[config.mk]
export PLATFORM = sky130hd
export DESIGN_NAME = image_reply_deframer_pixel_packer_unit
export DESIGN_NICKNAME = d
export VERILOG_FILES = /design/src/hw/rtl/irdp_pkg.sv /design/src/hw/rtl/irdp_chan_cfg.sv /design/src/hw/rtl/irdp_parser.sv /design/src/hw/rtl/irdp_result_fifo.sv /design/src/hw/rtl/image_reply_deframer_pixel_packer_unit.sv
export SDC_FILE = /design/constraint.sdc
export NUM_CORES = 2
export LEC_CHECK = 0
export ABC_AREA = 1
export BUFFER_PORTS_ARGS = -buffer_cell sky130_fd_sc_hd__buf_2
export CAP_MARGIN = 5
export CORE_AREA = 2 2 332 334
export DETAILED_ROUTE_END_ITERATION = 8
export DIE_AREA = 0 0 334 336
export GPL_TIMING_DRIVEN = 0
export PLACE_DENSITY = 0.61
export SLEW_MARGIN = 10
export SYNTH_ARGS = -nofsm -noshare
export SYNTH_HDL_FRONTEND = slang
export SYNTH_SLANG_ARGS = --single-unit
[constraint.sdc]
create_clock -name aclk -period 8.8 [get_ports aclk]
set_clock_uncertainty 0.05 [all_clocks]
set_input_delay 1.76 -clock aclk [delete_from_list [all_inputs] [get_ports aclk]]
set_output_delay 1.76 -clock aclk [all_outputs]
set_load 0.02 [all_outputs]
[src/hw/rtl/irdp_pkg.sv]
// shared types, constants and helper functions for the image reply deframer
// and pixel packer; used by every module of the block, depends on nothing
`default_nettype none

package irdp_pkg;

    // parameter defaults
    localparam int unsigned MAX_DIM_DEFAULT = 4096;
    localparam int unsigned MSG_MAX_DEFAULT = 511;

    // request codes carried on the slave tuser
    localparam logic [1:0] REQ_DATA  = 2'd0;
    localparam logic [1:0] REQ_END   = 2'd1;
    localparam logic [1:0] REQ_START = 2'd2;

    // result kinds carried on the master tuser
    localparam logic [2:0] KIND_PIXEL  = 3'd0;
    localparam logic [2:0] KIND_DONE   = 3'd1;
    localparam logic [2:0] KIND_MSG    = 3'd2;
    localparam logic [2:0] KIND_ERREND = 3'd3;
    localparam logic [2:0] KIND_BADMAG = 3'd4;
    localparam logic [2:0] KIND_CLOSED = 3'd5;
    localparam logic [2:0] KIND_OVERSZ = 3'd6;

    // configuration register indexes
    localparam logic [1:0] REG_RED   = 2'd0;
    localparam logic [1:0] REG_GREEN = 2'd1;
    localparam logic [1:0] REG_BLUE  = 2'd2;

    localparam logic [31:0] RED_MASK_RST   = 32'h00FF_0000;
    localparam logic [31:0] GREEN_MASK_RST = 32'h0000_FF00;
    localparam logic [31:0] BLUE_MASK_RST  = 32'h0000_00FF;

    // frame layout
    localparam logic [31:0] MAGIC_WORD   = 32'h4632_4B31;
    localparam logic [12:0] SIZE_SAT     = 13'h1FFF;
    localparam logic [4:0]  HDR_MAGIC_END  = 5'd4;
    localparam logic [4:0]  HDR_STATUS_END = 5'd8;
    localparam logic [4:0]  HDR_WIDTH_END  = 5'd12;
    localparam logic [4:0]  HDR_HEIGHT_END = 5'd16;
    localparam logic [4:0]  HDR_SEED_END   = 5'd20;

    // result queue
    localparam int unsigned FIFO_DEPTH = 4;

    // master tdata packing
    localparam int unsigned OUT_FIELDS_W = 154;
    localparam int unsigned OUT_TDATA_W  = ((OUT_FIELDS_W + 7) / 8) * 8;
    localparam int unsigned OUT_PAD_W    = OUT_TDATA_W - OUT_FIELDS_W;

    typedef struct packed {
        logic [31:0] mask;
        logic [4:0]  shift;
        logic [5:0]  bits;
    } chan_cfg_t;

    typedef struct packed {
        chan_cfg_t red;
        chan_cfg_t green;
        chan_cfg_t blue;
    } pix_cfg_t;

    typedef struct packed {
        logic [2:0]         kind;
        logic [31:0]        pixel_value;
        logic [11:0]        pixel_x;
        logic [11:0]        pixel_y;
        logic [7:0]         message_byte;
        logic signed [31:0] status_code;
        logic [12:0]        frame_width;
        logic [12:0]        frame_height;
        logic [31:0]        frame_seed;
        logic               last;
    } res_t;

    typedef struct packed {
        logic [1:0] count;
        res_t       first;
        res_t       second;
    } res_push_t;

    // position of the lowest set bit, zero for an empty mask
    function automatic logic [4:0] lowest_set(input logic [31:0] v);
        logic [4:0] pos;
        pos = 5'd0;
        for (int i = 31; i >= 0; i--) begin
            if (v[i]) pos = 5'(i);
        end
        return pos;
    endfunction

    // length of the run of ones starting at bit zero
    function automatic logic [5:0] trailing_ones(input logic [31:0] v);
        logic [5:0] len;
        len = 6'd32;
        for (int i = 31; i >= 0; i--) begin
            if (!v[i]) len = 6'(i);
        end
        return len;
    endfunction

    function automatic chan_cfg_t decode_chan(input logic [31:0] mask);
        chan_cfg_t c;
        c.mask  = mask;
        c.shift = lowest_set(mask);
        c.bits  = trailing_ones(mask >> c.shift);
        return c;
    endfunction

    // scale one 8-bit component to the channel width and place it
    function automatic logic [31:0] chan_pack(input chan_cfg_t c, input logic [7:0] comp);
        logic [31:0] v;
        if (c.bits >= 6'd8) v = {24'd0, comp} << (c.bits - 6'd8);
        else                v = {24'd0, comp} >> (6'd8 - c.bits);
        return (v << c.shift) & c.mask;
    endfunction

endpackage

`default_nettype wire

[src/hw/rtl/irdp_chan_cfg.sv]
// configuration registers: channel masks on the apb port and their decoded
// shift and width; depends on irdp_pkg
`default_nettype none

module irdp_chan_cfg (
    input  wire logic             aclk,
    input  wire logic             aresetn,
    input  wire logic             psel,
    input  wire logic             penable,
    input  wire logic             pwrite,
    input  wire logic [3:0]       paddr,
    input  wire logic [31:0]      pwdata,
    output logic      [31:0]      prdata,
    output logic                  pready,
    output irdp_pkg::pix_cfg_t    cfg
);
    import irdp_pkg::*;

    pix_cfg_t   cfg_reg;
    logic       wr_en;
    logic [1:0] reg_idx;

    assign pready  = 1'b1;
    assign reg_idx = paddr[3:2];
    assign wr_en   = psel && penable && pwrite && pready;
    assign cfg     = cfg_reg;

    // decode happens once per write so the pixel path sees plain shift amounts
    always_ff @(posedge aclk) begin
        if (!aresetn) begin
            cfg_reg.red   <= decode_chan(RED_MASK_RST);
            cfg_reg.green <= decode_chan(GREEN_MASK_RST);
            cfg_reg.blue  <= decode_chan(BLUE_MASK_RST);
        end else if (wr_en) begin
            unique case (reg_idx)
                REG_RED:   cfg_reg.red   <= decode_chan(pwdata);
                REG_GREEN: cfg_reg.green <= decode_chan(pwdata);
                REG_BLUE:  cfg_reg.blue  <= decode_chan(pwdata);
                default: ;
            endcase
        end
    end

    always_comb begin
        unique case (reg_idx)
            REG_RED:   prdata = cfg_reg.red.mask;
            REG_GREEN: prdata = cfg_reg.green.mask;
            REG_BLUE:  prdata = cfg_reg.blue.mask;
            default:   prdata = 32'd0;
        endcase
    end

endmodule

`default_nettype wire

[src/hw/rtl/irdp_parser.sv]
// input beat register, reply frame parser and pixel packer; produces up to two
// result entries per beat; depends on irdp_pkg
`default_nettype none

module irdp_parser #(
    parameter int unsigned MAX_DIM = irdp_pkg::MAX_DIM_DEFAULT,
    parameter int unsigned MSG_MAX = irdp_pkg::MSG_MAX_DEFAULT
) (
    input  wire logic                aclk,
    input  wire logic                aresetn,
    input  wire logic                in_valid,
    input  wire logic [1:0]          in_req,
    input  wire logic [7:0]          in_byte,
    output logic                     in_ready,
    input  wire irdp_pkg::pix_cfg_t  cfg,
    input  wire logic                room,
    output irdp_pkg::res_push_t      push
);
    import irdp_pkg::*;

    typedef enum logic [2:0] {
        PH_IDLE, PH_HEAD, PH_BADMAGIC, PH_ERRLEN, PH_MSG, PH_OKHDR, PH_PIX
    } phase_t;

    phase_t      phase_reg, phase_next;
    logic [4:0]  cnt_reg, cnt_next;
    logic [31:0] acc_reg, acc_next;
    logic [31:0] status_reg, status_next;
    logic [12:0] width_reg, width_next;
    logic [12:0] height_reg, height_next;
    logic [31:0] seed_reg, seed_next;
    logic [31:0] rem_reg, rem_next;
    logic [8:0]  emitted_reg, emitted_next;
    logic [11:0] col_reg, col_next;
    logic [11:0] row_reg, row_next;
    logic [1:0]  chan_reg, chan_next;
    logic [7:0]  red_reg, red_next;
    logic [7:0]  green_reg, green_next;

    logic        in_valid_reg;
    logic [1:0]  in_req_reg;
    logic [7:0]  in_byte_reg;
    logic        advance;

    logic [31:0] acc_shift;
    logic [4:0]  cnt_inc;
    logic [31:0] rem_dec;
    logic [12:0] col_inc;
    logic [12:0] row_inc;
    logic [12:0] size_sat;
    logic [31:0] pixel;
    logic [1:0]  n;
    res_t        e0, e1;

    assign advance  = in_valid_reg && room;
    assign in_ready = !in_valid_reg || advance;

    always_ff @(posedge aclk) begin
        if (!aresetn) begin
            in_valid_reg <= 1'b0;
        end else if (in_ready) begin
            in_valid_reg <= in_valid;
        end
    end

    always_ff @(posedge aclk) begin
        if (in_valid && in_ready) begin
            in_req_reg  <= in_req;
            in_byte_reg <= in_byte;
        end
    end

    always_comb begin
        phase_next   = phase_reg;
        cnt_next     = cnt_reg;
        acc_next     = acc_reg;
        status_next  = status_reg;
        width_next   = width_reg;
        height_next  = height_reg;
        seed_next    = seed_reg;
        rem_next     = rem_reg;
        emitted_next = emitted_reg;
        col_next     = col_reg;
        row_next     = row_reg;
        chan_next    = chan_reg;
        red_next     = red_reg;
        green_next   = green_reg;
        n            = 2'd0;
        e0           = '0;
        e1           = '0;

        acc_shift = {acc_reg[23:0], in_byte_reg};
        cnt_inc   = cnt_reg + 5'd1;
        rem_dec   = rem_reg - 32'd1;
        col_inc   = {1'b0, col_reg} + 13'd1;
        row_inc   = {1'b0, row_reg} + 13'd1;
        size_sat  = (acc_shift > {19'd0, SIZE_SAT}) ? SIZE_SAT : acc_shift[12:0];
        pixel     = chan_pack(cfg.red, red_reg) | chan_pack(cfg.green, green_reg)
                  | chan_pack(cfg.blue, in_byte_reg);

        if (advance) begin
            if (in_req_reg == REQ_START) begin
                // any reply in progress is dropped without a result
                cnt_next     = 5'd0;
                acc_next     = 32'd0;
                status_next  = 32'd0;
                width_next   = 13'd0;
                height_next  = 13'd0;
                seed_next    = 32'd0;
                rem_next     = 32'd0;
                emitted_next = 9'd0;
                col_next     = 12'd0;
                row_next     = 12'd0;
                chan_next    = 2'd0;
                red_next     = 8'd0;
                green_next   = 8'd0;
                phase_next   = PH_HEAD;
            end else if (in_req_reg == REQ_END) begin
                if (phase_reg != PH_IDLE) begin
                    e0.kind    = KIND_CLOSED;
                    n          = 2'd1;
                    phase_next = PH_IDLE;
                end
            end else if (in_req_reg == REQ_DATA) begin
                unique case (phase_reg)
                    PH_IDLE: ;
                    PH_HEAD, PH_BADMAGIC: begin
                        acc_next = acc_shift;
                        cnt_next = cnt_inc;
                        if (cnt_inc == HDR_MAGIC_END && acc_shift != MAGIC_WORD) begin
                            phase_next = PH_BADMAGIC;
                        end
                        if (cnt_inc == HDR_STATUS_END) begin
                            status_next = acc_shift;
                            if (phase_reg == PH_BADMAGIC) begin
                                e0.kind    = KIND_BADMAG;
                                n          = 2'd1;
                                phase_next = PH_IDLE;
                            end else if (acc_shift != 32'd0) begin
                                phase_next = PH_ERRLEN;
                            end else begin
                                phase_next = PH_OKHDR;
                            end
                        end
                    end
                    PH_ERRLEN: begin
                        acc_next = acc_shift;
                        cnt_next = cnt_inc;
                        if (cnt_inc == HDR_WIDTH_END) begin
                            rem_next     = acc_shift;
                            emitted_next = 9'd0;
                            if (acc_shift == 32'd0) begin
                                e0.kind    = KIND_ERREND;
                                n          = 2'd1;
                                phase_next = PH_IDLE;
                            end else begin
                                phase_next = PH_MSG;
                            end
                        end
                    end
                    PH_MSG: begin
                        rem_next = rem_dec;
                        if (emitted_reg < 9'(MSG_MAX)) begin
                            e0.kind         = KIND_MSG;
                            e0.message_byte = in_byte_reg;
                            emitted_next    = emitted_reg + 9'd1;
                            n               = 2'd1;
                        end
                        if (rem_dec == 32'd0) begin
                            // error end follows the message byte when there is one
                            if (n == 2'd0) e0.kind = KIND_ERREND;
                            else           e1.kind = KIND_ERREND;
                            n          = n + 2'd1;
                            phase_next = PH_IDLE;
                        end
                    end
                    PH_OKHDR: begin
                        acc_next = acc_shift;
                        cnt_next = cnt_inc;
                        if (cnt_inc == HDR_WIDTH_END) begin
                            width_next = size_sat;
                        end else if (cnt_inc == HDR_HEIGHT_END) begin
                            height_next = size_sat;
                        end else if (cnt_inc == HDR_SEED_END) begin
                            seed_next       = acc_shift;
                            e0.frame_width  = width_reg;
                            e0.frame_height = height_reg;
                            e0.frame_seed   = acc_shift;
                            if (width_reg > 13'(MAX_DIM) || height_reg > 13'(MAX_DIM)) begin
                                e0.kind    = KIND_OVERSZ;
                                n          = 2'd1;
                                phase_next = PH_IDLE;
                            end else if (width_reg == 13'd0 || height_reg == 13'd0) begin
                                e0.kind    = KIND_DONE;
                                n          = 2'd1;
                                phase_next = PH_IDLE;
                            end else begin
                                e0         = '0;
                                col_next   = 12'd0;
                                row_next   = 12'd0;
                                chan_next  = 2'd0;
                                phase_next = PH_PIX;
                            end
                        end
                    end
                    PH_PIX: begin
                        if (chan_reg == 2'd0) begin
                            red_next  = in_byte_reg;
                            chan_next = 2'd1;
                        end else if (chan_reg == 2'd1) begin
                            green_next = in_byte_reg;
                            chan_next  = 2'd2;
                        end else begin
                            e0.kind        = KIND_PIXEL;
                            e0.pixel_value = pixel;
                            e0.pixel_x     = col_reg;
                            e0.pixel_y     = row_reg;
                            n              = 2'd1;
                            chan_next      = 2'd0;
                            if (col_inc >= width_reg) begin
                                col_next = 12'd0;
                                if (row_inc >= height_reg) begin
                                    e1.kind         = KIND_DONE;
                                    e1.frame_width  = width_reg;
                                    e1.frame_height = height_reg;
                                    e1.frame_seed   = seed_reg;
                                    n               = 2'd2;
                                    phase_next      = PH_IDLE;
                                end else begin
                                    row_next = row_inc[11:0];
                                end
                            end else begin
                                col_next = col_inc[11:0];
                            end
                        end
                    end
                    default: phase_next = PH_IDLE;
                endcase
            end
        end

        // every result carries the status word as it stands after this beat
        e0.status_code = status_next;
        e1.status_code = status_next;
        e0.last        = (n == 2'd1);
        e1.last        = (n == 2'd2);
    end

    assign push.count  = n;
    assign push.first  = e0;
    assign push.second = e1;

    always_ff @(posedge aclk) begin
        if (!aresetn) begin
            phase_reg   <= PH_IDLE;
            cnt_reg     <= 5'd0;
            acc_reg     <= 32'd0;
            status_reg  <= 32'd0;
            width_reg   <= 13'd0;
            height_reg  <= 13'd0;
            seed_reg    <= 32'd0;
            rem_reg     <= 32'd0;
            emitted_reg <= 9'd0;
            col_reg     <= 12'd0;
            row_reg     <= 12'd0;
            chan_reg    <= 2'd0;
            red_reg     <= 8'd0;
            green_reg   <= 8'd0;
        end else begin
            phase_reg   <= phase_next;
            cnt_reg     <= cnt_next;
            acc_reg     <= acc_next;
            status_reg  <= status_next;
            width_reg   <= width_next;
            height_reg  <= height_next;
            seed_reg    <= seed_next;
            rem_reg     <= rem_next;
            emitted_reg <= emitted_next;
            col_reg     <= col_next;
            row_reg     <= row_next;
            chan_reg    <= chan_next;
            red_reg     <= red_next;
            green_reg   <= green_next;
        end
    end

    // raster position stays inside a frame that passed the size check
    a_pix_bounds: assert property (@(posedge aclk) disable iff (!aresetn)
        phase_reg == PH_PIX |-> ({1'b0, col_reg} < width_reg && {1'b0, row_reg} < height_reg
                                 && width_reg <= 13'(MAX_DIM) && height_reg <= 13'(MAX_DIM)))
        else $error("pixel position outside frame");

    // header never runs past the status word without leaving the magic phases
    a_head_leaves: assert property (@(posedge aclk) disable iff (!aresetn)
        (advance && in_req_reg == REQ_DATA && cnt_reg == 5'd7
         && (phase_reg == PH_HEAD || phase_reg == PH_BADMAGIC))
        |=> (phase_reg != PH_HEAD && phase_reg != PH_BADMAGIC))
        else $error("header phase outlived status word");

    // message phase always has bytes still owed
    a_msg_pending: assert property (@(posedge aclk) disable iff (!aresetn)
        phase_reg == PH_MSG |-> rem_reg != 32'd0)
        else $error("message phase with nothing remaining");

endmodule

`default_nettype wire

[src/hw/rtl/irdp_result_fifo.sv]
// small result queue: takes zero, one or two entries a cycle, gives one beat
// a cycle to the master side while out_ready is high; depends on irdp_pkg
`default_nettype none

module irdp_result_fifo (
    input  wire logic                 aclk,
    input  wire logic                 aresetn,
    input  wire irdp_pkg::res_push_t  push,
    output logic                      room,
    output logic                      out_valid,
    input  wire logic                 out_ready,
    output irdp_pkg::res_t            out_entry
);
    import irdp_pkg::*;

    // depth is a power of two so the pointers wrap on their own
    localparam int unsigned PTR_W = $clog2(FIFO_DEPTH);
    localparam int unsigned CNT_W = $clog2(FIFO_DEPTH + 1);

    res_t             slot_reg [FIFO_DEPTH];
    logic [PTR_W-1:0] wr_ptr_reg, wr_ptr_next;
    logic [PTR_W-1:0] rd_ptr_reg, rd_ptr_next;
    logic [CNT_W-1:0] count_reg, count_next;
    logic [PTR_W-1:0] wr_ptr_inc;
    logic             pop;

    assign wr_ptr_inc = PTR_W'(wr_ptr_reg + 1'b1);
    assign pop        = out_valid && out_ready;
    assign out_valid  = (count_reg != '0);
    assign out_entry  = slot_reg[rd_ptr_reg];
    // room for a two-result beat regardless of this cycle's pop
    assign room       = (count_reg <= CNT_W'(FIFO_DEPTH - 2));

    always_comb begin
        wr_ptr_next = PTR_W'(wr_ptr_reg + PTR_W'(push.count));
        rd_ptr_next = pop ? PTR_W'(rd_ptr_reg + 1'b1) : rd_ptr_reg;
        count_next  = CNT_W'(count_reg + CNT_W'(push.count) - CNT_W'(pop));
    end

    always_ff @(posedge aclk) begin
        if (push.count != 2'd0) slot_reg[wr_ptr_reg] <= push.first;
        if (push.count == 2'd2) slot_reg[wr_ptr_inc] <= push.second;
    end

    always_ff @(posedge aclk) begin
        if (!aresetn) begin
            wr_ptr_reg <= '0;
            rd_ptr_reg <= '0;
            count_reg  <= '0;
        end else begin
            wr_ptr_reg <= wr_ptr_next;
            rd_ptr_reg <= rd_ptr_next;
            count_reg  <= count_next;
        end
    end

    a_no_overflow: assert property (@(posedge aclk) disable iff (!aresetn)
        (push.count != 2'd0) |-> (int'(count_reg) + int'(push.count) - int'(pop) <= FIFO_DEPTH))
        else $error("result queue overflow");

    a_count_tracks: assert property (@(posedge aclk) disable iff (!aresetn)
        ##1 (int'(count_reg) == int'($past(count_reg)) + int'($past(push.count))
                                - int'($past(pop))))
        else $error("result queue count drift");

endmodule

`default_nettype wire

[src/hw/rtl/image_reply_deframer_pixel_packer_unit.sv]
// top level of the image reply deframer and pixel packer
// instantiates irdp_chan_cfg, irdp_parser and irdp_result_fifo; uses irdp_pkg
//
// usage
//  - slave stream: one beat per reply byte; s_tuser is the request code (data
//    byte, end of stream, start of reply), s_tdata the byte itself
//  - master stream: one beat per result; m_tuser is the result kind, m_tlast
//    marks the last result caused by one slave beat, m_tdata carries the
//    pixel, position, message byte, status word and frame sizes
//  - apb port: red, green and blue channel masks at 0x0, 0x4 and 0x8; write
//    them only while no reply is in flight
//  - order: a taken slave beat is held in the input register, parsed and
//    packed, then written into the result queue that feeds the master side
//  - throughput: one slave beat per cycle while the queue has room, set by
//    the combinational parse and pack path; a beat with two results (last
//    pixel with done, last message byte with error end) leaves as two beats
//  - stall: a four-entry result queue sits before the master side; the slave
//    side keeps taking beats while there is room for two more results, so a
//    stalled receiver backs up into s_tready once over two results wait
//  - reset: synchronous, active low; parser idle, queue empty, masks back to
//    8:8:8 rgb; no clearing pass is needed
`default_nettype none

module image_reply_deframer_pixel_packer_unit #(
    parameter int unsigned MAX_DIM = irdp_pkg::MAX_DIM_DEFAULT,
    parameter int unsigned MSG_MAX = irdp_pkg::MSG_MAX_DEFAULT
) (
    input  wire logic                             aclk,
    input  wire logic                             aresetn,
    // slave stream
    input  wire logic                             s_tvalid,
    output logic                                  s_tready,
    input  wire logic [7:0]                       s_tdata,   // rx_byte
    input  wire logic [1:0]                       s_tuser,   // req_type
    // master stream
    output logic                                  m_tvalid,
    input  wire logic                             m_tready,
    // pixel_value[31:0], pixel_x[43:32], pixel_y[55:44], message_byte[63:56],
    // status_code[95:64], frame_width[108:96], frame_height[121:109],
    // frame_seed[153:122], zero fill above
    output logic [irdp_pkg::OUT_TDATA_W-1:0]      m_tdata,
    output logic [2:0]                            m_tuser,   // result_kind
    output logic                                  m_tlast,   // last_of_run
    // configuration
    input  wire logic                             psel,
    input  wire logic                             penable,
    input  wire logic                             pwrite,
    input  wire logic [3:0]                       paddr,
    input  wire logic [31:0]                      pwdata,
    output logic      [31:0]                      prdata,
    output logic                                  pready
);
    import irdp_pkg::*;

    pix_cfg_t  cfg;
    res_push_t push;
    logic      room;
    res_t      out_entry;

    // channel masks and their decoded shift and width
    irdp_chan_cfg u_cfg (
        .aclk    (aclk),
        .aresetn (aresetn),
        .psel    (psel),
        .penable (penable),
        .pwrite  (pwrite),
        .paddr   (paddr),
        .pwdata  (pwdata),
        .prdata  (prdata),
        .pready  (pready),
        .cfg     (cfg)
    );

    // beat register, frame parsing and pixel packing
    irdp_parser #(
        .MAX_DIM (MAX_DIM),
        .MSG_MAX (MSG_MAX)
    ) u_parser (
        .aclk     (aclk),
        .aresetn  (aresetn),
        .in_valid (s_tvalid),
        .in_req   (s_tuser),
        .in_byte  (s_tdata),
        .in_ready (s_tready),
        .cfg      (cfg),
        .room     (room),
        .push     (push)
    );

    // results queue up here and leave one beat at a time
    irdp_result_fifo u_fifo (
        .aclk      (aclk),
        .aresetn   (aresetn),
        .push      (push),
        .room      (room),
        .out_valid (m_tvalid),
        .out_ready (m_tready),
        .out_entry (out_entry)
    );

    // pack the result fields, pixel value in the lowest bits
    assign m_tdata = {{OUT_PAD_W{1'b0}},
                      out_entry.frame_seed,
                      out_entry.frame_height,
                      out_entry.frame_width,
                      out_entry.status_code,
                      out_entry.message_byte,
                      out_entry.pixel_y,
                      out_entry.pixel_x,
                      out_entry.pixel_value};
    assign m_tuser = out_entry.kind;
    assign m_tlast = out_entry.last;

endmodule

`default_nettype wire

# Word level (Yosys, flattened, before mapping)
# Memories as Yosys holds them, arrays and structs flattened. A register that Yosys moved wholly into a read port is not among the register bits.
# Cells that the tools add are included.
# totals
ff_bits	352
ram_bits	632
inputBits	53
out_inout_bits	199
elab_cells	499
memories	1
# classes
addsub	17
n_lt_le_gt_ge	10
eq_ne	46
shifts	12
muxes	327
n_bitwise	5
n_reduce_logical	52
# memory_table
name	words	width	read_ports	rd_ports_with_merged_regs	write_ports	line	text
u_fifo.slot_reg	4	158	1	1	2	irdp_result_fifo.sv:20	res_t slot_reg [FIFO_DEPTH];
# ops
op	n
158-bit 2-to-1 mux	6
32-bit 2-to-1 mux	20
6-bit 2-to-1 mux	96
58-bit 2-to-1 mux	9
5-bit 2-to-1 mux	45
12-bit 2-to-1 mux	18
59-bit 2-to-1 mux	3
13-bit 2-to-1 mux	12
155-bit 2-to-1 mux	1
56-bit one-hot mux with 2 select lines	1
3-bit 2-to-1 mux	34
32-bit AND	3
24-bit 2-to-1 mux	4
8-bit 2-to-1 mux	12
32-bit one-hot mux with 3 select lines	1
32-bit by 5-bit left shift with 32-bit output	3
8-bit by 6-bit left shift with 32-bit output	3
32-bit by 5-bit right shift with 32-bit output	3
8-bit by 6-bit right shift with 32-bit output	3
91-bit 2-to-1 mux	1
2-bit 2-to-1 mux	37
32-bit zero test	2
32-bit bitwise OR	2
32-bit one-hot mux with 2 select lines	1
62 further kinds	149

# Depth between registers and ports, before layout
# logic_depth
ltp_word	68
ltp_mapped	66
mapped_depth_nobuf	65

# By module
# A second synthesis with hierarchy kept.
# unflattened
cells_unflattened	8159
hier_area_um2	60601.9
# by_module_without_submodules
module	n_inst	cells_each	area_per_inst_um2	seq_area_each_um2
irdp_result_fifo	1	3162	31463.9	19158.4
irdp_parser	1	3895	21962.3	4424.2
irdp_chan_cfg	1	1095	7126.8	2582.5
image_reply_deframer_pixel_packer_unit	1	7	48.8	0.0

# Least setup slack after synthesis
# OpenSTA, ideal clock, no wires.
# synth_path
path_kind	reg2reg
start	register u_parser.rem_reg[5]
end	memory u_fifo.slot_reg[1][74] (netlist bit) (data pin)
setup_time_ns	0.268
arrival_time_ns	6.828
t_required_ns	8.482
slack_ns	1.655
stages_incl_launch_ff	34
path_buffers	2
synth_period_minus_slack_ns	7.145
cell_sequence	dfxtp_1 nor2_1 nand3_1 nor2_1 nand2_1 inv_1 nand2_1 or3_1 nor3_1 nand2_1 nor3_1 inv_1 nor2_1 nand2_1 nor4_1 nand2_1 nor2_1 xnor2_1 nand3_1 nor2_1 inv_1 ha_1 a211oi_1 o21ai_0 nand2_1 nand2_1 nand2_1 nand2_1 nand2_1 nand2_1 inv_2 clkbuf_1 buf_1 nor2_1
# synth_lines
element	line	text
start, declared	irdp_parser.sv:32	logic [31:0] rem_reg, rem_next;
start signal, assigned	irdp_parser.sv:277	rem_reg <= rem_next;
end, declared	irdp_result_fifo.sv:20	

==> reports/results.tsv <==
metric	value	unit
outcome	complete, no violations	
slew_violations	0	
initial_core_util	47.74	%
largest_reg_flops	632	
grt_pass1_vias	49650	
avgSynthCellArea	7.472	µm²
postRouteAntennaNets	0	
antenna_found_initial	1	
finalHoldViolations	0	
htreeDepth	3	
slew_headroom	4.161	%
drive_above_1_share	6.827	%
wirelength	218500	µm
die_w	334	µm
numCtsBuffers	106	
p_per_area	219.5	mW/mm²
peakVddDrop	0.0001738	V
clk_latency	0.72	ns
root_buffer	clkbuf_16	
grt_pass1_wl	320500	µm
slowest_stage	clkbuf_1	
worst-path-max-fanout	18	
port_buffers	241	
core	0.1084	mm²
syn_to_final_growth	13.79	%
cts_hold_buffers	0	
cp.arrival	8.71	ns
clkTransAtPathRegs	0.06	ns
grt_max_degree	51	
cts_tree	yes	
drv_cap	0	
drcViolationCount	0	
finalSetupViolCount	0	
first_pass_iters	7	
total_power	12.92	mW
netlist_instances	6926	
leakage	21.55	nW
drt-vias-per-instance	6.062	
io_pins	252	
critPathRequiredTime	9.18	ns
grt_usage	37.87	%
clockBufferDepth	3	
rsz0062_at_grt	false	
ys_seq_area_share	45.53	%
instances_no_fill	8798	
synth_edf_count	382	
post-route-period-util	94.65	%
dp.final_hpwl	165100	µm
rows	121	
cp_common_cell	nand2_1	
path_class	reg -> reg	
ys_ff_latch	986	
ys_types	66	
critPathLaunchType	flip-flop	
drt-initial-drc-count	6080	
gp_congestion	1.038	
fin_crit	8.329	ns
syn-cell-area	0.05175	mm²
placedCellCount	8596	
die_area	0.1122	mm²
fillers	10760	
max_stage_delay	1.00	ns
num-nets-final	7399	
endpoint_kind	flip-flop	
chipHeight	336	µm
synth_top_cell_area_share	23.37	%
synthTopCellsByArea	dfxtp_1 23%, edfxtp_1 22%, o21ai_0 11%	
grt.overflow.total	0	
clock_sinks	986	
yosys.area.top_type	dfxtp_1	
routedWlPerCell	24.83	µm
hold_class	reg -> reg	
cts-resized-gates	0	
yosys_most_used_dff	dfxtp_1	
yosysWarnings	0	
vias	53330	
worst_pin_slew	1.438	ns
fmax	120.1	MHz
cts_setup_buffers	0	
async_flop_share	0	%
worst max-delay path, delay by kind of cell (launching register included):
kind            cells  cell delay (ns)
simple gates       19             4.24
buf+inv             7             2.42
fa+ha+maj           2             0.54
flops               1             0.35
compound gates      2             0.30
xor+xnor            1             0.14
placed cells by master (no fill, tap or decap), types with 8 or more instances in the layout:
master / n
a211oi_1: 26
a21oi_1: 350
a221oi_1: 8
a22oi_1: 47
a31oi_1: 19
buf_1: 41
buf_2: 244
buf_4: 8
bufinv_16: 15
clkbuf_1: 457
clkbuf_16: 113
clkbuf_8: 14
clkinv_1: 23
clkinv_2: 19
clkinvlp_4: 13
dfxtp_1: 604
edfxtp_1: 382
ha_1: 55
inv_1: 418
inv_2: 15
mux2i_1: 23
nand2_1: 1321
nand3_1: 301
nand4_1: 40
nor2_1: 796
nor3_1: 50
nor4_1: 29
o2111ai_1: 8
o211ai_1: 90
o21ai_0: 1149
o21ai_1: 72
o221ai_1: 11
o22ai_1: 416
o311ai_0: 10
o31ai_1: 10
xnor2_1: 18
xor2_1: 45
layer usage:
layer  GRT usage (%)  up-vias  part of all wire, %  wire, µm
li1                -    24800                    -         -
met1           48.30    25320                   40     87200
met2           61.13     2683                   45     98220
met3           5.790      532                  8.5     18580
met4           22.24        0                  6.6     14480
met5               0        -                    0         0
per-stage QoR:
| step | utilization (%) | TNS [ns] | setup WS (ns) | area, µm² | hold slack (ns) |
|---|---|---|---|---|---|
| floorplan | - | 0 | 1.655 | 51770 | 0.3731 |
| global placement | 50.50 | -1256.49 | -3.117 | 54750 | 0.3831 |
| detailed placement | 50.76 | 0 | 0.7623 | 55020 | 0.3896 |
| CTS | 54.30 | 0 | 0.6619 | 58860 | 0.3986 |
| global route | 54.32 | 0 | 0.01016 | 58880 | 0.4166 |
| finish | 54.32 | 0 | 0.4712 | 58890 | 0.3956 |
report_power, final:
group | total, mW | leakage [nW] | internal, mW | switching [mW]
Combinational | 3.17 | 11.5 | 0.796 | 2.37
Clock | 4.90 | 1.86 | 2.91 | 2.00
Sequential | 4.85 | 8.18 | 4.77 | 0.0786
path summary, 6_finish.rpt:
check	slack (ns)	start	cells past startpoint	endpoint
max	0.47	u_parser.rem_reg[0]	31	u_fifo.slot_reg[3][72]
min	0.40	u_parser.seed_reg[14]	2	u_parser.seed_reg[14]
max reg2reg	0.47	u_parser.rem_reg[0]	31	u_fifo.slot_reg[3][72]
min reg2reg	0.40	u_parser.seed_reg[14]	2	u_parser.seed_reg[14]
area by class of cell:
cell class	count	area, µm²	share of cell area (%)
repair buffers	252	1436	2.439
clock buffers	141	3078	5.227
inverters	452	1697	2.881
clock inverters	59	760.7	1.292
multi-input cells	4987	24610	41.79
flip-flops and latches	986	23560	40.01
plain buffers	505	1968	3.342
well taps	1414	1769	3.004
diodes	2	5.005	0.008499
logic make-up after synthesis:
kind of cell / after synthesis / synth area share [%]
AND/OR/NAND/NOR: 2573 / 20.05
AO/OA/AOI/OAI: 2265 / 24.44
flip-flops: 986 / 45.53
multiplexers: 23 / 0.4449
XOR/XNOR: 63 / 1.066
other: 2 / 0.01451
buffers and inverters: 958 / 7.079
adder cells (fa/ha/maj): 56 / 1.368
synthesized netlist by cell type, drive strengths merged, types with 19 or more instances:
cell type,instances
inv,433
o211ai,90
nand2,1331
buf,56
dfxtp,604
a21oi,354
edfxtp,382
nand3,301
nor3,50
ha,55
mux2i,23
nand4,40
nor2,797
a211oi,26
o21ai,1226
clkinv,19
nor4,31
xor2,45
clkbuf,450
a22oi,47
o22ai,416
a31oi,21
Note: power is estimated with default switching activity, not from simulation.
